<file path="src/hw/rtl/sensor_window_average_calibrate_assert.svh">
// Assertion macros shared by the sensor window average RTL.
// Depends on nothing; included by the modules that carry checks.
`ifndef SENSOR_WINDOW_AVERAGE_CALIBRATE_ASSERT_SVH
`define SENSOR_WINDOW_AVERAGE_CALIBRATE_ASSERT_SVH

// Overlapping implication, checked at every rising edge outside reset
`define SWAC_ASSERT_IMP(lbl, clk, rst, ante, cons, msg) \
  lbl: assert property (@(posedge clk) disable iff (rst) (ante) |-> (cons)) \
    else $error(msg);

// Next-cycle implication, checked at every rising edge outside reset
`define SWAC_ASSERT_NXT(lbl, clk, rst, ante, cons, msg) \
  lbl: assert property (@(posedge clk) disable iff (rst) (ante) |=> (cons)) \
    else $error(msg);

`endif

</file>
<file path="src/hw/rtl/swac_pkg.sv">
// Package for the sensor window average: constants, register codes, shared types.
// Used by every module of the block; depends on nothing.
`timescale 1ns / 1ps

package swac_pkg;

  // Sample path
  localparam int ADC_BITS    = 10;
  localparam int ADC_FULL    = 1 << ADC_BITS;
  localparam int SAMPLE_W    = ADC_BITS + 1;
  localparam int WINDOW_LEN  = 32;
  localparam int SLOT_W      = $clog2(WINDOW_LEN);
  localparam int SUM_W       = 16;
  localparam int MEAN_SHIFT  = 5;
  localparam int OVER_SHIFT  = 3;
  localparam int MEAN_W      = SUM_W - MEAN_SHIFT;
  localparam int OVER_W      = SUM_W - OVER_SHIFT;

  // Calibration
  localparam int COEFF_SHIFT = 8;
  localparam int CAL_DIVISOR = 1 << COEFF_SHIFT;
  localparam int GAIN_W      = 17;
  localparam int OFFSET_W    = 25;
  localparam int LIMIT_W     = 11;
  localparam int ACC_W       = 31;
  localparam int TEMP_W      = 16;

  // Configuration port
  localparam int CFG_INDEX_W = 4;
  localparam int CFG_DATA_W  = OFFSET_W;

  // Register reset values
  localparam int GAIN_RESET   = 256;
  localparam int OFFSET_RESET = 0;
  localparam int ABSENT_RESET = 50;
  localparam int SHORT_RESET  = 1000;

  typedef enum logic [CFG_INDEX_W-1:0] {
    REG_CAL_GAIN     = 4'd0,
    REG_CAL_OFFSET   = 4'd1,
    REG_ABSENT_LIMIT = 4'd2,
    REG_SHORT_LIMIT  = 4'd3
  } reg_index_t;

  typedef enum logic [1:0] {
    STATUS_OK      = 2'd0,
    STATUS_ABSENT  = 2'd1,
    STATUS_SHORTED = 2'd2
  } status_t;

  // Calibration register file contents
  typedef struct packed {
    logic [GAIN_W-1:0]   gain;
    logic [OFFSET_W-1:0] offset;
    logic [LIMIT_W-1:0]  absent_limit;
    logic [LIMIT_W-1:0]  short_limit;
  } cfg_t;

  // Window sum stage handed from the ring to the calibration stage
  typedef struct packed {
    logic             valid;
    logic [SUM_W-1:0] sum;
  } sum_stage_t;

endpackage

</file>
<file path="src/hw/rtl/swac_cfg.sv">
// Calibration register file with its write channel.
// Depends on swac_pkg.
`timescale 1ns / 1ps

module swac_cfg (
  input  logic                               clk,
  input  logic                               rst,
  input  logic                               cfg_valid,
  output logic                               cfg_ready,
  input  logic [swac_pkg::CFG_INDEX_W-1:0]   cfg_index,
  input  logic [swac_pkg::CFG_DATA_W-1:0]    cfg_data,
  output swac_pkg::cfg_t                     cfg
);

  // Always ready; every write is taken without a stall
  assign cfg_ready = 1'b1;

  // Register writes; unknown indexes are dropped
  always_ff @(posedge clk) begin
    if (rst) begin
      cfg.gain         <= swac_pkg::GAIN_W'(swac_pkg::GAIN_RESET);
      cfg.offset       <= swac_pkg::OFFSET_W'(swac_pkg::OFFSET_RESET);
      cfg.absent_limit <= swac_pkg::LIMIT_W'(swac_pkg::ABSENT_RESET);
      cfg.short_limit  <= swac_pkg::LIMIT_W'(swac_pkg::SHORT_RESET);
    end else if (cfg_valid && cfg_ready) begin
      unique case (cfg_index)
        swac_pkg::REG_CAL_GAIN:     cfg.gain         <= cfg_data[swac_pkg::GAIN_W-1:0];
        swac_pkg::REG_CAL_OFFSET:   cfg.offset       <= cfg_data[swac_pkg::OFFSET_W-1:0];
        swac_pkg::REG_ABSENT_LIMIT: cfg.absent_limit <= cfg_data[swac_pkg::LIMIT_W-1:0];
        swac_pkg::REG_SHORT_LIMIT:  cfg.short_limit  <= cfg_data[swac_pkg::LIMIT_W-1:0];
        default: ;
      endcase
    end
  end

endmodule

</file>
<file path="src/hw/rtl/swac_ring.sv">
// Sample ring, running window sum and the input stage register.
// Depends on swac_pkg and the assertion macro header.
`timescale 1ns / 1ps
`include "sensor_window_average_calibrate_assert.svh"

module swac_ring (
  input  logic                             clk,
  input  logic                             rst,
  input  logic                             sample_valid,
  output logic                             sample_ready,
  input  logic [swac_pkg::ADC_BITS-1:0]    raw_sample,
  input  logic                             stage_take,
  output swac_pkg::sum_stage_t             stage
);

  localparam logic [swac_pkg::SLOT_W-1:0] LAST_SLOT =
    swac_pkg::SLOT_W'(swac_pkg::WINDOW_LEN - 1);

  logic [swac_pkg::SAMPLE_W-1:0] ring [swac_pkg::WINDOW_LEN];
  logic [swac_pkg::SLOT_W-1:0]   slot;
  logic [swac_pkg::SUM_W-1:0]    sum;
  logic [swac_pkg::SUM_W-1:0]    sum_next;
  logic [swac_pkg::SAMPLE_W-1:0] inverted;
  logic                          accept;

  assign sample_ready = !stage.valid || stage_take;
  assign accept       = sample_valid && sample_ready;

  // Invert the code and swap it into the window sum
  assign inverted = swac_pkg::SAMPLE_W'(swac_pkg::ADC_FULL) -
                    swac_pkg::SAMPLE_W'(raw_sample);
  assign sum_next = sum - swac_pkg::SUM_W'(ring[slot]) + swac_pkg::SUM_W'(inverted);

  // Ring, sum and write slot; the slot walks downward
  always_ff @(posedge clk) begin
    if (rst) begin
      for (int i = 0; i < swac_pkg::WINDOW_LEN; i++) begin
        ring[i] <= '0;
      end
      sum  <= '0;
      slot <= LAST_SLOT;
    end else if (accept) begin
      ring[slot] <= inverted;
      sum        <= sum_next;
      slot       <= (slot == '0) ? LAST_SLOT : slot - 1'b1;
    end
  end

  // Stage register toward the calibration logic
  always_ff @(posedge clk) begin
    if (rst) begin
      stage.valid <= 1'b0;
    end else if (sample_ready) begin
      stage.valid <= sample_valid;
    end
  end

  always_ff @(posedge clk) begin
    if (accept) begin
      stage.sum <= sum_next;
    end
  end

  `SWAC_ASSERT_NXT(a_sum_holds, clk, rst, !accept, $stable(sum),
    "window sum changed without a sample transaction")
  `SWAC_ASSERT_NXT(a_slot_walk, clk, rst, accept,
    slot == (($past(slot) == '0) ? LAST_SLOT : $past(slot) - 1'b1),
    "write slot did not step down after a sample transaction")
  `SWAC_ASSERT_NXT(a_stage_loaded, clk, rst, accept,
    stage.valid && stage.sum == $past(sum_next),
    "stage register missed an accepted sample")

endmodule

</file>
<file path="src/hw/rtl/swac_calc.sv">
// Mean, oversampled value, sensor status and calibrated temperature,
// with the result register. Depends on swac_pkg and the assertion macro header.
`timescale 1ns / 1ps
`include "sensor_window_average_calibrate_assert.svh"

module swac_calc (
  input  logic                              clk,
  input  logic                              rst,
  input  swac_pkg::cfg_t                    cfg,
  input  swac_pkg::sum_stage_t              stage,
  output logic                              stage_take,
  output logic                              result_valid,
  input  logic                              result_ready,
  output logic [swac_pkg::MEAN_W-1:0]       window_mean,
  output logic [swac_pkg::OVER_W-1:0]       oversampled,
  output logic [1:0]                        sensor_status,
  output logic signed [swac_pkg::TEMP_W-1:0] temperature
);

  logic [swac_pkg::MEAN_W-1:0]        mean;
  logic [swac_pkg::OVER_W-1:0]        over;
  swac_pkg::status_t                  status;
  logic signed [swac_pkg::ACC_W-1:0]  prod;
  logic signed [swac_pkg::ACC_W-1:0]  acc;
  logic signed [swac_pkg::ACC_W-1:0]  biased;
  logic [swac_pkg::TEMP_W-1:0]        temp;

  // Result register is free or being drained this cycle
  assign stage_take = !result_valid || result_ready;

  assign mean = stage.sum[swac_pkg::SUM_W-1:swac_pkg::MEAN_SHIFT];
  assign over = stage.sum[swac_pkg::SUM_W-1:swac_pkg::OVER_SHIFT];

  // Absent test wins when both limits trip
  always_comb begin
    if (swac_pkg::LIMIT_W'(mean) < cfg.absent_limit) begin
      status = swac_pkg::STATUS_ABSENT;
    end else if (swac_pkg::LIMIT_W'(mean) > cfg.short_limit) begin
      status = swac_pkg::STATUS_SHORTED;
    end else begin
      status = swac_pkg::STATUS_OK;
    end
  end

  // mean * gain + offset, then divide by the scale rounding toward zero
  assign prod   = swac_pkg::ACC_W'($signed({1'b0, mean})) *
                  swac_pkg::ACC_W'($signed(cfg.gain));
  assign acc    = prod + swac_pkg::ACC_W'($signed(cfg.offset));
  assign biased = acc + (acc[swac_pkg::ACC_W-1] ?
                         swac_pkg::ACC_W'(swac_pkg::CAL_DIVISOR - 1) : '0);
  assign temp   = biased[swac_pkg::COEFF_SHIFT + swac_pkg::TEMP_W - 1:swac_pkg::COEFF_SHIFT];

  // Result register
  always_ff @(posedge clk) begin
    if (rst) begin
      result_valid <= 1'b0;
    end else if (stage_take) begin
      result_valid <= stage.valid;
    end
  end

  always_ff @(posedge clk) begin
    if (stage_take && stage.valid) begin
      window_mean   <= mean;
      oversampled   <= over;
      sensor_status <= status;
      temperature   <= temp;
    end
  end

  `SWAC_ASSERT_IMP(a_absent_code, clk, rst,
    result_valid && sensor_status == swac_pkg::STATUS_ABSENT,
    swac_pkg::LIMIT_W'(window_mean) < cfg.absent_limit,
    "absent status with mean at or above the absent limit")
  `SWAC_ASSERT_IMP(a_shorted_code, clk, rst,
    result_valid && sensor_status == swac_pkg::STATUS_SHORTED,
    swac_pkg::LIMIT_W'(window_mean) > cfg.short_limit &&
    !(swac_pkg::LIMIT_W'(window_mean) < cfg.absent_limit),
    "shorted status without the short limit tripped alone")
  `SWAC_ASSERT_NXT(a_stage_moves, clk, rst, stage.valid && stage_take,
    result_valid && window_mean == $past(mean),
    "stage transaction did not reach the result register")

endmodule

</file>
<file path="src/hw/rtl/sensor_window_average_calibrate.sv">
// Sensor window average with linear calibration, top level.
// Latency: two register stages; a sample passes the stage register and then the
// result register, and either can hold it while result_ready is low.
// Throughput: one sample per cycle while result_ready is high; the ring write, sum
// update and one multiply-add each fit between two registers.
// Reset: clears the 32-entry ring, the sum and both stage valids,
// loads the calibration defaults; no clearing pass follows.
`timescale 1ns / 1ps

module sensor_window_average_calibrate (
  input  logic                                clk,
  input  logic                                rst,
  // Sample channel
  input  logic                                sample_valid,
  output logic                                sample_ready,
  input  logic [swac_pkg::ADC_BITS-1:0]       raw_sample,
  // Result channel
  output logic                                result_valid,
  input  logic                                result_ready,
  output logic [swac_pkg::MEAN_W-1:0]         window_mean,
  output logic [swac_pkg::OVER_W-1:0]         oversampled,
  output logic [1:0]                          sensor_status,
  output logic signed [swac_pkg::TEMP_W-1:0]  temperature,
  // Configuration channel
  input  logic                                cfg_valid,
  output logic                                cfg_ready,
  input  logic [swac_pkg::CFG_INDEX_W-1:0]    cfg_index,
  input  logic [swac_pkg::CFG_DATA_W-1:0]     cfg_data
);

  swac_pkg::cfg_t       cfg;
  swac_pkg::sum_stage_t stage;
  logic                 stage_take;

  // Calibration registers
  swac_cfg u_cfg (
    .clk       (clk),
    .rst       (rst),
    .cfg_valid (cfg_valid),
    .cfg_ready (cfg_ready),
    .cfg_index (cfg_index),
    .cfg_data  (cfg_data),
    .cfg       (cfg)
  );

  // Ring and running sum
  swac_ring u_ring (
    .clk          (clk),
    .rst          (rst),
    .sample_valid (sample_valid),
    .sample_ready (sample_ready),
    .raw_sample   (raw_sample),
    .stage_take   (stage_take),
    .stage        (stage)
  );

  // Mean, status and temperature
  swac_calc u_calc (
    .clk           (clk),
    .rst           (rst),
    .cfg           (cfg),
    .stage         (stage),
    .stage_take    (stage_take),
    .result_valid  (result_valid),
    .result_ready  (result_ready),
    .window_mean   (window_mean),
    .oversampled   (oversampled),
    .sensor_status (sensor_status),
    .temperature   (temperature)
  );

endmodule
</file>
<file path="config.mk">
export PLATFORM = sky130hd
export DESIGN_NAME = sensor_window_average_calibrate
export DESIGN_NICKNAME = d
export VERILOG_FILES = /design/src/hw/rtl/swac_pkg.sv /design/src/hw/rtl/swac_cfg.sv /design/src/hw/rtl/swac_ring.sv /design/src/hw/rtl/swac_calc.sv /design/src/hw/rtl/sensor_window_average_calibrate.sv
export VERILOG_INCLUDE_DIRS = /design/src /design/src/hw/rtl
export SDC_FILE = /design/constraint.sdc
export NUM_CORES = 1
export LEC_CHECK = 0
export BUFFER_PORTS_ARGS = -buffer_cell sky130_fd_sc_hd__clkbuf_2
export CORE_MARGIN = 2
export CORE_UTILIZATION = 60
export CTS_BUF_LIST = sky130_fd_sc_hd__clkbuf_16
export CTS_CLUSTER_SIZE = 25
export DETAILED_ROUTE_END_ITERATION = 10
export PLACE_DENSITY = 0.81
export SYNTH_ARGS = -nofsm -noshare
export SYNTH_HDL_FRONTEND = slang
export SYNTH_SLANG_ARGS = --single-unit
</file>
<file path="constraint.sdc">
create_clock -name clk -period 19.35 [get_ports clk]
set_input_delay 5.805 -clock clk [delete_from_list [all_inputs] [get_ports clk]]
set_output_delay 5.805 -clock clk [all_outputs]
set_load 0.02 [all_outputs]
</file>
# After elaboration in Yosys (flattened, before gate mapping)
# Memory sizes are Yosys's and may differ from the RTL's. A register that Yosys moved wholly into a read port is not among the register bits.
# Index checks and enable logic that the tools add are counted.
dict set report word_totals {
  reg_bits 145
  ram_bits 352
  inputBits 44
  output_inout_bits 45
  elab_cells 52
  n_memories 1
}
# name depth word_bits rd rd_ports_with_merged_regs write_ports line
set memory_table {}
lappend memory_table {u_ring.ring 32 11 1 1 32 swac_ring.sv:19} ;# logic [swac_pkg::SAMPLE_W-1:0] ring [swac_pkg::WINDOW_LEN];
dict set report op_classes {
  addsub 6
  mul 1
  order_cmp 2
  eq_ne 3
  muxes 13
  reduce_logical 13
}
# cell count
set ops {}
lappend ops {{adder 29 x 25 -> 30 bit} 1}
lappend ops {{multiplier 12 x 17 -> 29 bit} 1}
lappend ops {{adder 24 bit} 1}
lappend ops {{2-to-1 mux 5 bit} 4}
lappend ops {{adder 16 x 11 -> 16 bit} 1}
lappend ops {{subtractor 16 x 11 -> 16 bit} 1}
lappend ops {{> comparator 11 bit} 1}
lappend ops {{< comparator 11 bit} 1}
lappend ops {{2-to-1 mux 11 bit} 1}
lappend ops {{OR reduction 11 bit} 1}
lappend ops {{subtractor 11 x 10 -> 11 bit, first input constant} 1}
lappend ops {{== test 4 x 2 -> 1 bit, second input constant} 2}
lappend ops {{2-to-1 mux 8 bit} 1}
lappend ops {{AND reduction 2 bit} 4}
lappend ops {{2-to-1 mux 1 bit} 6}
lappend ops {{logical NOT 5 bit} 1}
lappend ops {{subtractor 5 x 1 -> 5 bit, second input constant} 1}
lappend ops {{== test 4 x 1 -> 1 bit, second input constant} 1}
lappend ops {{logical NOT 4 bit} 1}
lappend ops {{logical AND 1 bit} 2}
lappend ops {{logical NOT 1 bit} 2}
lappend ops {{logical OR 1 bit} 2}
lappend ops {{2-to-1 mux 2 bit} 1}

# Logic depth before layout (Yosys ltp)
# Gate-level depths: netlist of the first run.
dict set report depth {
  depth_word 9
  ltp_mapped 29
  mapped_depth_nobuf 27
}

# By module
# From an unflattened synthesis of the first run, not the netlist that was laid out.
dict set report hier_totals {
  cells_unflattened 2641
  hier_area_um2 30742.0
}
# mod instances cells_each area_each_um2 seq_area_each_um2
set by_module_without_submodules {}
lappend by_module_without_submodules {swac_ring 1 1300 18099.9 11591.1}
lappend by_module_without_submodules {swac_calc 1 1089 9972.1 950.9}
lappend by_module_without_submodules {swac_cfg 1 252 2670.1 1281.2}

# Worst setup path after synthesis of the first run
# Ideal clock, no wire load.
dict set report synth_timing {
  path_kind {input -> output}
  start {input result_ready}
  end {output sample_ready}
  t_arrival_ps 6179
  t_required_ps 13545
  path_slack_ps 7366
  path_stages 2
  path_buffers 0
  path_cell_list {nor2b_1 nand2_1}
}
dict set report synth_between {
  elab_chain_cells 2
}
# element line
set synth_rtl {}
lappend synth_rtl {{start, declared} sensor_window_average_calibrate.sv:19} ;# input logic result_ready,
lappend synth_rtl {{logical OR 1 bit} swac_calc.sv:29} ;# assign stage_take = !result_valid || result_ready;
lappend synth_rtl {{logical OR 1 bit} swac_ring.sv:26} ;# assign sample_ready = !stage.valid || stage_take;
lappend synth_rtl {{end, declared} sensor_window_average_calibrate.sv:15} ;# output logic sample_ready,
# Every way passes these cells.

# Final worst setup path of the first run
# Same ends and word-level chain as after synthesis.

==> results.md, run 1 <==
- The count of nets left with antenna violations once routing finished came out at 0.
- The global router's overall resource usage is ~28%.
- The total core area is between 40000 and 50000 um2.
- The number of cell rows is approximately 80.
- In the post-route analysis, the smallest setup slack over all paths is 7.07 ns.
- During synthesis, Yosys emitted a total of 0 warnings.
- After filler insertion, the fill cell instance count of the layout stands at between 3000 and 4000.
- The number of sinks handled by clock tree synthesis is 488.
- The post-synthesis instance area is 29700 um2.
- Dividing the final minimum period by the clock period gives 63.4%.
- Across the run, the number of max-cap violations was 0.
- After detailed routing, the number of remaining DRC violations is 0.
- The fraction of final layout cells with drive strength greater than 1 is 12.1%.
- From bottom edge to top edge, the die measures about 230 um.
- The startpoint type of the worst setup path is a primary input.
- Counting I/O delays and the setup requirement, the final critical path takes approximately 12 ns.
- The count of input and output buffers is 87.
- Of all nets on the critical path, the largest fanout is 4.
- The final hold slack is between 0.4 and 0.5 ns.
- Across the VDD grid, the largest voltage drop is 0.0000904 V.
- Global routing used a little over a third of the available met1 tracks.
- Compared with the post-synthesis result, the final layout area differs by 8.37%.
- Once the clock tree was built, the setup fixing pass inserted 0 buffers.
- The number of iterations in the first detailed-routing pass is 6.
- Once layout is done, the placed cells without fillers occupy around 32000 um2.
- Detailed routing inserted a total of 19700 vias.
- The first global-routing pass estimated 108000 um of wire.
- For this run, the share of the core covered by cells in the final layout is 65.8%.
- The final-report max-slew violation count is 0.
- The achievable frequency is between 0.08 and 0.09 GHz.
- The met3 track demand over resource in global routing is between 4 and 5%.
- The die width is between 200 and 250 um.
- By startpoint and endpoint, the worst setup path is classified as primary input to primary output.
- Overall power consumption after layout is estimated at around 3.1 mW.
- The DRC marker count from the first detailed-route iteration is about 1900.
- Global routing used between 40% and 50% of the available met2 tracks.
- In this run the tightest slew margin relative to its limit is around 15%.
- The flow ran to the end, and the final reports show no timing, DRC or antenna violations.
- Setup repair after global routing left no endpoint under its margin.
- The total CTS buffers is 50.
- In this run, synthesis produced a sequential element count of about 490.
- The I/O pin count is 89.
- The post-DP HPWL is 46600 um.
- The slew at the pin closest to its max-slew limit is ~1.3 ns.
- The worst-skew pair later-pin latency is about 0.63 ns.
- The distinct cell type count of the synthesized netlist is 61.
- The endpoint type of the worst setup path is a primary output.
- Leaving out filler cells and counting taps, the final layout contains 3310.
- The count of mapped cells out of synthesis is roughly 2600.
- Of all flip-flops after synthesis, the portion carrying an async set or reset was 0%.
- The last weighted congestion value of the routability-driven placer is 0.852.
- The sequential area share after synthesis is a little under half.
- The clock root buffer is clkbuf_16.
- The clock tree from TritonCTS is built.
- The number of nets handed over by synthesis was approximately 3000.
- The global routing's busiest layer is met2.
- The clock arrives with 0.0635 ns of skew.
- The areal power density over the cells is roughly 98 nW/um2.
- The largest net degree at the start of global routing is slightly below 80.
- The most common cell after layout, fill and taps aside is nor2_1.
- The net count of the finished layout is a little under 3000.
- The depth of the CTS H-tree is 2.
- The total overflow left after global routing is 0.
- The final number of hold-violating endpoints is 0.
- After detailed routing, the average wire length per cell comes to approximately 21 um.
- Including well taps, the total number of placed cells is 3216.
- Registers take 13700 um2.
- For this configuration, the core starts out at a cell density of 60.7%.
- The floorplan step defined a die boundary enclosing 51300 um2.
- The cts-stage hold buffer count is 0.
- For the final routed database, the setup TNS stands at 0 ns.
- The initial antenna violation count is 1.
- For this design the static power due to leakage is ~14 nW.
- The worst setup slack before clock tree synthesis is 7.07 ns.
- The clock passes through at most 3 buffers.
- The mean instance size in the synthesized netlist is between 10 and 15 um2.
- Once placement finished, the instance area stood at between 30000 and 40000 um2.
- The number of global-route vias before repair is about 20000.
- In this run, post-CTS repair resized a total of 0 instances.
- The mean number of vias per cell is 5.95.
- The leading register cell type out of synthesis is edfxtp_1.
- The number of flops mapped to enable cells by yosys is roughly 400.
- The tightest min-delay check is of the flip-flop to flip-flop type.
- The wire length after detailed routing is 68900 um.
- The area used by multi-input combinational logic is roughly 14000 um2.
- Leaving out fill and tap cells, the most frequent cells in the layout are 401 x nor2_1, 396 x edfxtp_1, 344 x inv_1.
- After clock tree synthesis, the clock-pin slew on the worst setup and hold paths is ~0.06 ns.
- STA puts the critical path data required time at 13.54 ns.
- The number of failing setup endpoints in the final timing report is 0.
- For the worst setup path, the data arrival time is approximately 6.5 ns.
-- critical path, cell delays in order --
cell and delay, ns:
clkbuf_2 0.08, nor2b_1 0.30, nand2_1 0.12, clkbuf_2 0.17
-- cell families (layout without fill, tap and decap cells) --
kind of cell / after synthesis / after routing / share of synthesized area [%]
other: 1 / 2 / 0.0126
and+or+nand+nor: 911 / 911 / 13.5
muxes: 130 / 130 / 9.02
DFF: 488 / 488 / 46.2
adders and majority gates: 322 / 322 / 18.8
buffers and inverters: 514 / 541 / 6.66
xor gates and xnor gates: 58 / 58 / 1.71
AOI/OAI and AO/OA: 194 / 194 / 4.12
-- sequential cells by signal, summed over array words and instances, names as in the netlist, named ones only --
| name | count |
|---|---|
| u_ring.stage | 14 |
| u_calc.result_valid | 1 |
| u_calc.oversampled | 13 |
| u_ring.slot | 5 |
| u_calc.temperature | 16 |
| u_ring.ring | 352 |
| u_ring.sum | 16 |
| u_cfg.cfg | 64 |
| u_calc.sensor_status | 2 |
-- cell usage after synthesis, drive strengths merged, types with 3 or more instances --
cell type	number	area share, %
ha	115	4.8
or2	4	0.084
a31o	3	0.088
nor3	19	0.32
xnor2	39	1.1
nand4	7	0.15
xor2	19	0.56
nand2	283	3.6
o211ai	8	0.20
inv	339	4.3
o21a	7	0.18
nor4	4	0.084
nand3b	8	0.20
a21oi	95	1.6
buf	25	0.48
dfxtp	92	6.2
edfxtp	396	40
and2	104	2.2
clkbuf	150	1.9
o21bai	4	0.10
nand3	14	0.24
or3	6	0.13
a211o	8	0.24
nor3b	4	0.12
a21o	23	0.58
a211oi	9	0.27
nor2b	7	0.15
and3	7	0.15
mux4	110	8.3
nor2	401	5.1
mux2i	18	0.61
fa	207	14
a31oi	5	0.13
nand2b	37	0.78
o21ai	20	0.34
-- power by group --
| part | internal, mW | leakage (nW) | switching [mW] |
|---|---|---|---|
| Sequential | 1.23 | 4.80 | 0.0890 |
| Combinational | 0.339 | 8.01 | 0.509 |
| Clock | 0.544 | 0.816 | 0.429 |
-- final cells by class --
type / instances / area share, %
Multi-Input combinational cell: 1616 / 43.8
Sequential cell: 488 / 42.7
Inverter: 339 / 3.95
Clock buffer: 50 / 3.89
Tap cell: 664 / 2.58
Timing Repair Buffer: 109 / 1.87
Clock inverter: 43 / 1.25
Antenna cell: 1 / 0.00777
-- final timing paths --
path                                              end  slack, ns            start  cells past startpoint
worst max-delay path                     sample_ready       7.07     result_ready                      4
worst min register to register  u_calc.oversampled[0]       0.43  u_ring.stage[3]                      0
worst max register to register  u_calc.temperature[8]      10.83  u_ring.stage[6]                     25
worst min-delay path            u_calc.oversampled[0]       0.43  u_ring.stage[3]                      0
-- metal layers --
layer  part of all wire [%]  up-vias
met2                     51     1064
met4                    3.9        0
met1                     37     9860
met3                    8.8      185
met5                      0        -
li1                       -     8601
Power figures use the tool's default switching activity.
==> run 2, diff against run 1 <==
==> constraint.sdc (replaced) <==
create_clock -name clk -period 12.65 [get_ports clk]
set_input_delay 3.795 -clock clk [delete_from_list [all_inputs] [get_ports clk]]
set_output_delay 3.795 -clock clk [all_outputs]
set_load 0.02 [all_outputs]
==> run 2 against run 1 <==
Effect of this change: hold slack lost 0.0017 ns; clock skew is 0.0086 ns lower; count of clock-buffer cells in the layout increased by 5; final cell count about the same; non-clock buffer count down 1; power up 53%.
==> results.md, run 2 (synthesized netlist as in run 1, its figures left out) <==
- The reported net switching power came to 1.55 mW (+51%).
- The initial antenna violation count is 2 (+1).
- The headroom to the max-slew limit is 17.6% (+3.0 points).
- The DRC marker count from the first detailed-route iteration is 1866 (-3.4%).
- The register with the most flip-flops in the final layout is u_ring.ring.
- The flow ran to the end, and the final reports show no timing, DRC or antenna violations.
- The sequential cell fraction of total power is 42.0% (about the same).
- The number of global-route vias before repair is 20500 (+0.84%).
- The largest net degree at the start of global routing is 70 (-11%).
- The worst clock skew on the final layout is 0.0548 ns (-0.00862 ns).
- The final critical path takes up 67.2% of the cycle.
- The count of buffering cells on the critical path with inverters included came to 3 (+1).
- The clock share of power is 30.9% (about the same).
- The total CTS buffers is 51 (+2.0%).
- The post-layout instance area came to 32200 um2 (about the same).
- The worst endpoint required time came to 13.19 ns (-0.35 ns).
- The total setup buffers inserted after CTS is 0 (unchanged).
- The cts-stage hold buffer count was 0 (unchanged).
- The leakage power is 13.7 nW (+0.45%).
- The combinational share of power is 27.1% (about the same).
- The clock root buffer is clkbuf_16.
- Broken down by cell family, the worst path's largest delay share belongs to adder cells.
- The post-DP HPWL came to 47500 um (+1.8%).
- Setup repair after global routing left no endpoint under its margin.
- The number of failing setup endpoints in the final timing report is 0 (unchanged).
- In this run the most critical hold path is launched from u_ring.stage[4].
- The slew at the pin closest to its max-slew limit was 1.23 ns (-0.0451 ns).
- The first-pass GRT wire length is 109000 um (+0.76%).
- The final-report max-slew violation count is 0 (unchanged).
- The I/O pin count was 89 (unchanged).
- Subtracting the final worst setup slack from the clock period gives about 8.5 ns.
- The final-layout setup total negative slack came to 0 ns (unchanged).
- The largest registers in the layout are u_ring.ring (352), u_cfg.cfg (64).
- The overall overflow remaining after global route is 0 (unchanged).
- The reported max-cap violation count is 0 (unchanged).
- The worst setup slack before clock tree synthesis is 3.63 ns (-3.44 ns).
- The mean number of vias per cell is 5.86 (-1.6%).
- The flip-flop count of the largest register after layout is 352 (unchanged).
- The total core area was 49000 um2 (unchanged).
- The number of iterations in the first detailed-routing pass was 7 (+1).
- Timing would allow up to ~0.12 GHz.
- The library cell used most frequently in the layout, excluding fill and tap cells, is nor2_1.
- The largest stage delay on the critical path is 0.86 ns (+0.56 ns).
- The wire length after detailed routing is 67200 um (-2.5%).
- The full die area is 51300 um2 (unchanged).
- The worst ir drop on vdd came to 0.000121 V (+34%).
- The depth of the CTS H-tree was 2 (unchanged).
- The number of instances resized during post-cts repair was 0 (unchanged).
- The areal power density over the cells is 149 nW/um2 (+53%).
- The global router's overall resource usage is 27.8% (about the same).
- The tightest min-delay check is of the flip-flop to flip-flop type.
- The count of input and output buffers is 87 (unchanged).
- The internal cell power is 3.25 mW (+54%).
- In the layout the commonest cells are 401 x nor2_1, 396 x edfxtp_1, 356 x inv_1.
- The reg-to-reg critical path startpoint is u_ring.stage[6].
- The die height is 227 um (unchanged).
- The biggest fanout along the worst timing path is 33 (+29).
- The post-route worst setup slack is 4.15 ns (-2.92 ns).
- TritonCTS built the clock tree.
- The cell area reported after detailed placement is 30500 um2 (about the same).
- The initial core utilization is 60.7% (unchanged).
- The launching element of the worst setup path is raw_sample[0].
- The type of the worst setup path is primary input to flip-flop.
- The total via count after detailed routing is 19400 (-1.6%).
- The startpoint type of the worst setup path is a primary input.
- STA classifies the critical path endpoint as a flip-flop.
- The final number of hold-violating endpoints was 0 (unchanged).
- The maximum buffer depth of the clock tree is 3 (unchanged).
- The DRC violation count after routing is 0 (unchanged).
- The worst-skew pair later-pin latency came to 0.63 ns (about the same).
- The clock-pin transition on the worst setup and hold timing paths came to 0.06 ns (about the same).
- The final net count is 2970 (unchanged).
- The number of sinks handled by clock tree synthesis is 488 (unchanged).
- The arrival time of data at the critical path endpoint is 9.04 ns (+2.57 ns).
- The fraction of final layout cells with drive strength greater than 1 was 11.8% (-0.23 points).
- The post-detailed-route count of antenna-violating nets is 0 (unchanged).
- Walking the worst path, the cells encountered are clkbuf_2 -> inv_1 -> ha_1 -> nand2_1 -> nor3_1 -> xor2_4 -> inv_1 -> fa_1 -> ha_1 -> nor3_1 -> nor2_1 -> a31oi_1 -> o21bai_1 -> nand2_1 -> a21oi_1 -> xnor2_1 -> or3_1 -> a21oi_1.
- The die width was 227 um (unchanged).
- The post-synthesis to final-layout area growth was 8.42% (about the same).
- The last weighted congestion value of the routability-driven placer is 0.864 (+1.4%).
- The number of cell rows is 81 (unchanged).
- The switching part of the total power was 32.3% (-0.45 points).
- The library cell contributing the largest single delay on the critical path is inv_1.
- The average detailed-routed wire length per instance is 20.3 um (-2.5%).
## run 2: final timing paths
path	endpoint	slack (ns)	cells after the start
max reg2reg	u_calc.temperature[8]	4.35	25
max	u_ring.sum[15]	4.15	18
min reg2reg	u_calc.oversampled[1]	0.43	0
min	u_calc.oversampled[1]	0.43	0
## run 2: area by class of cell
class / count / area, um2
multi-input cells: 1616 / 14100
clock buffers: 55 / 1380
clock inverters: 40 / 298
flip-flops and latches: 488 / 13700
diodes: 2 / 5.00
inverters: 339 / 1270
fillers: 3516 / 16700
well taps: 664 / 831
repair buffers: 108 / 596
## run 2: power groups by stage
stage               Sequential [mW]  Clock, mW  Combinational (mW)
global route                   2.03       1.55                1.45
floorplan                      1.99          0               0.976
CTS                            2.01       1.49                1.29
global placement               2.04          0                1.23
finish                         2.01       1.48                1.30
detailed placement             2.04          0                1.28
## run 2: layer usage
layer  up-vias  part of all wire (%)  GRT usage [%]
met1      9704                    38           35.9
met5         -                     0              0
li1       8596                     -              -
met4         0                   3.8           11.8
met3       161                   8.4           4.42
met2       941                    50           46.9
## run 2: through the flow
stage,total power [mW],hold WS [ns],utilization [%],std cells
final,4.80,0.428,65.8,3312
after global routing,5.03,0.441,65.8,3312
after CTS,4.80,0.423,65.8,3310
after detailed placement,3.32,0.412,62.4,3215
after global placement,3.26,0.415,62.4,3215
after floorplan,2.96,0.400,-,2618
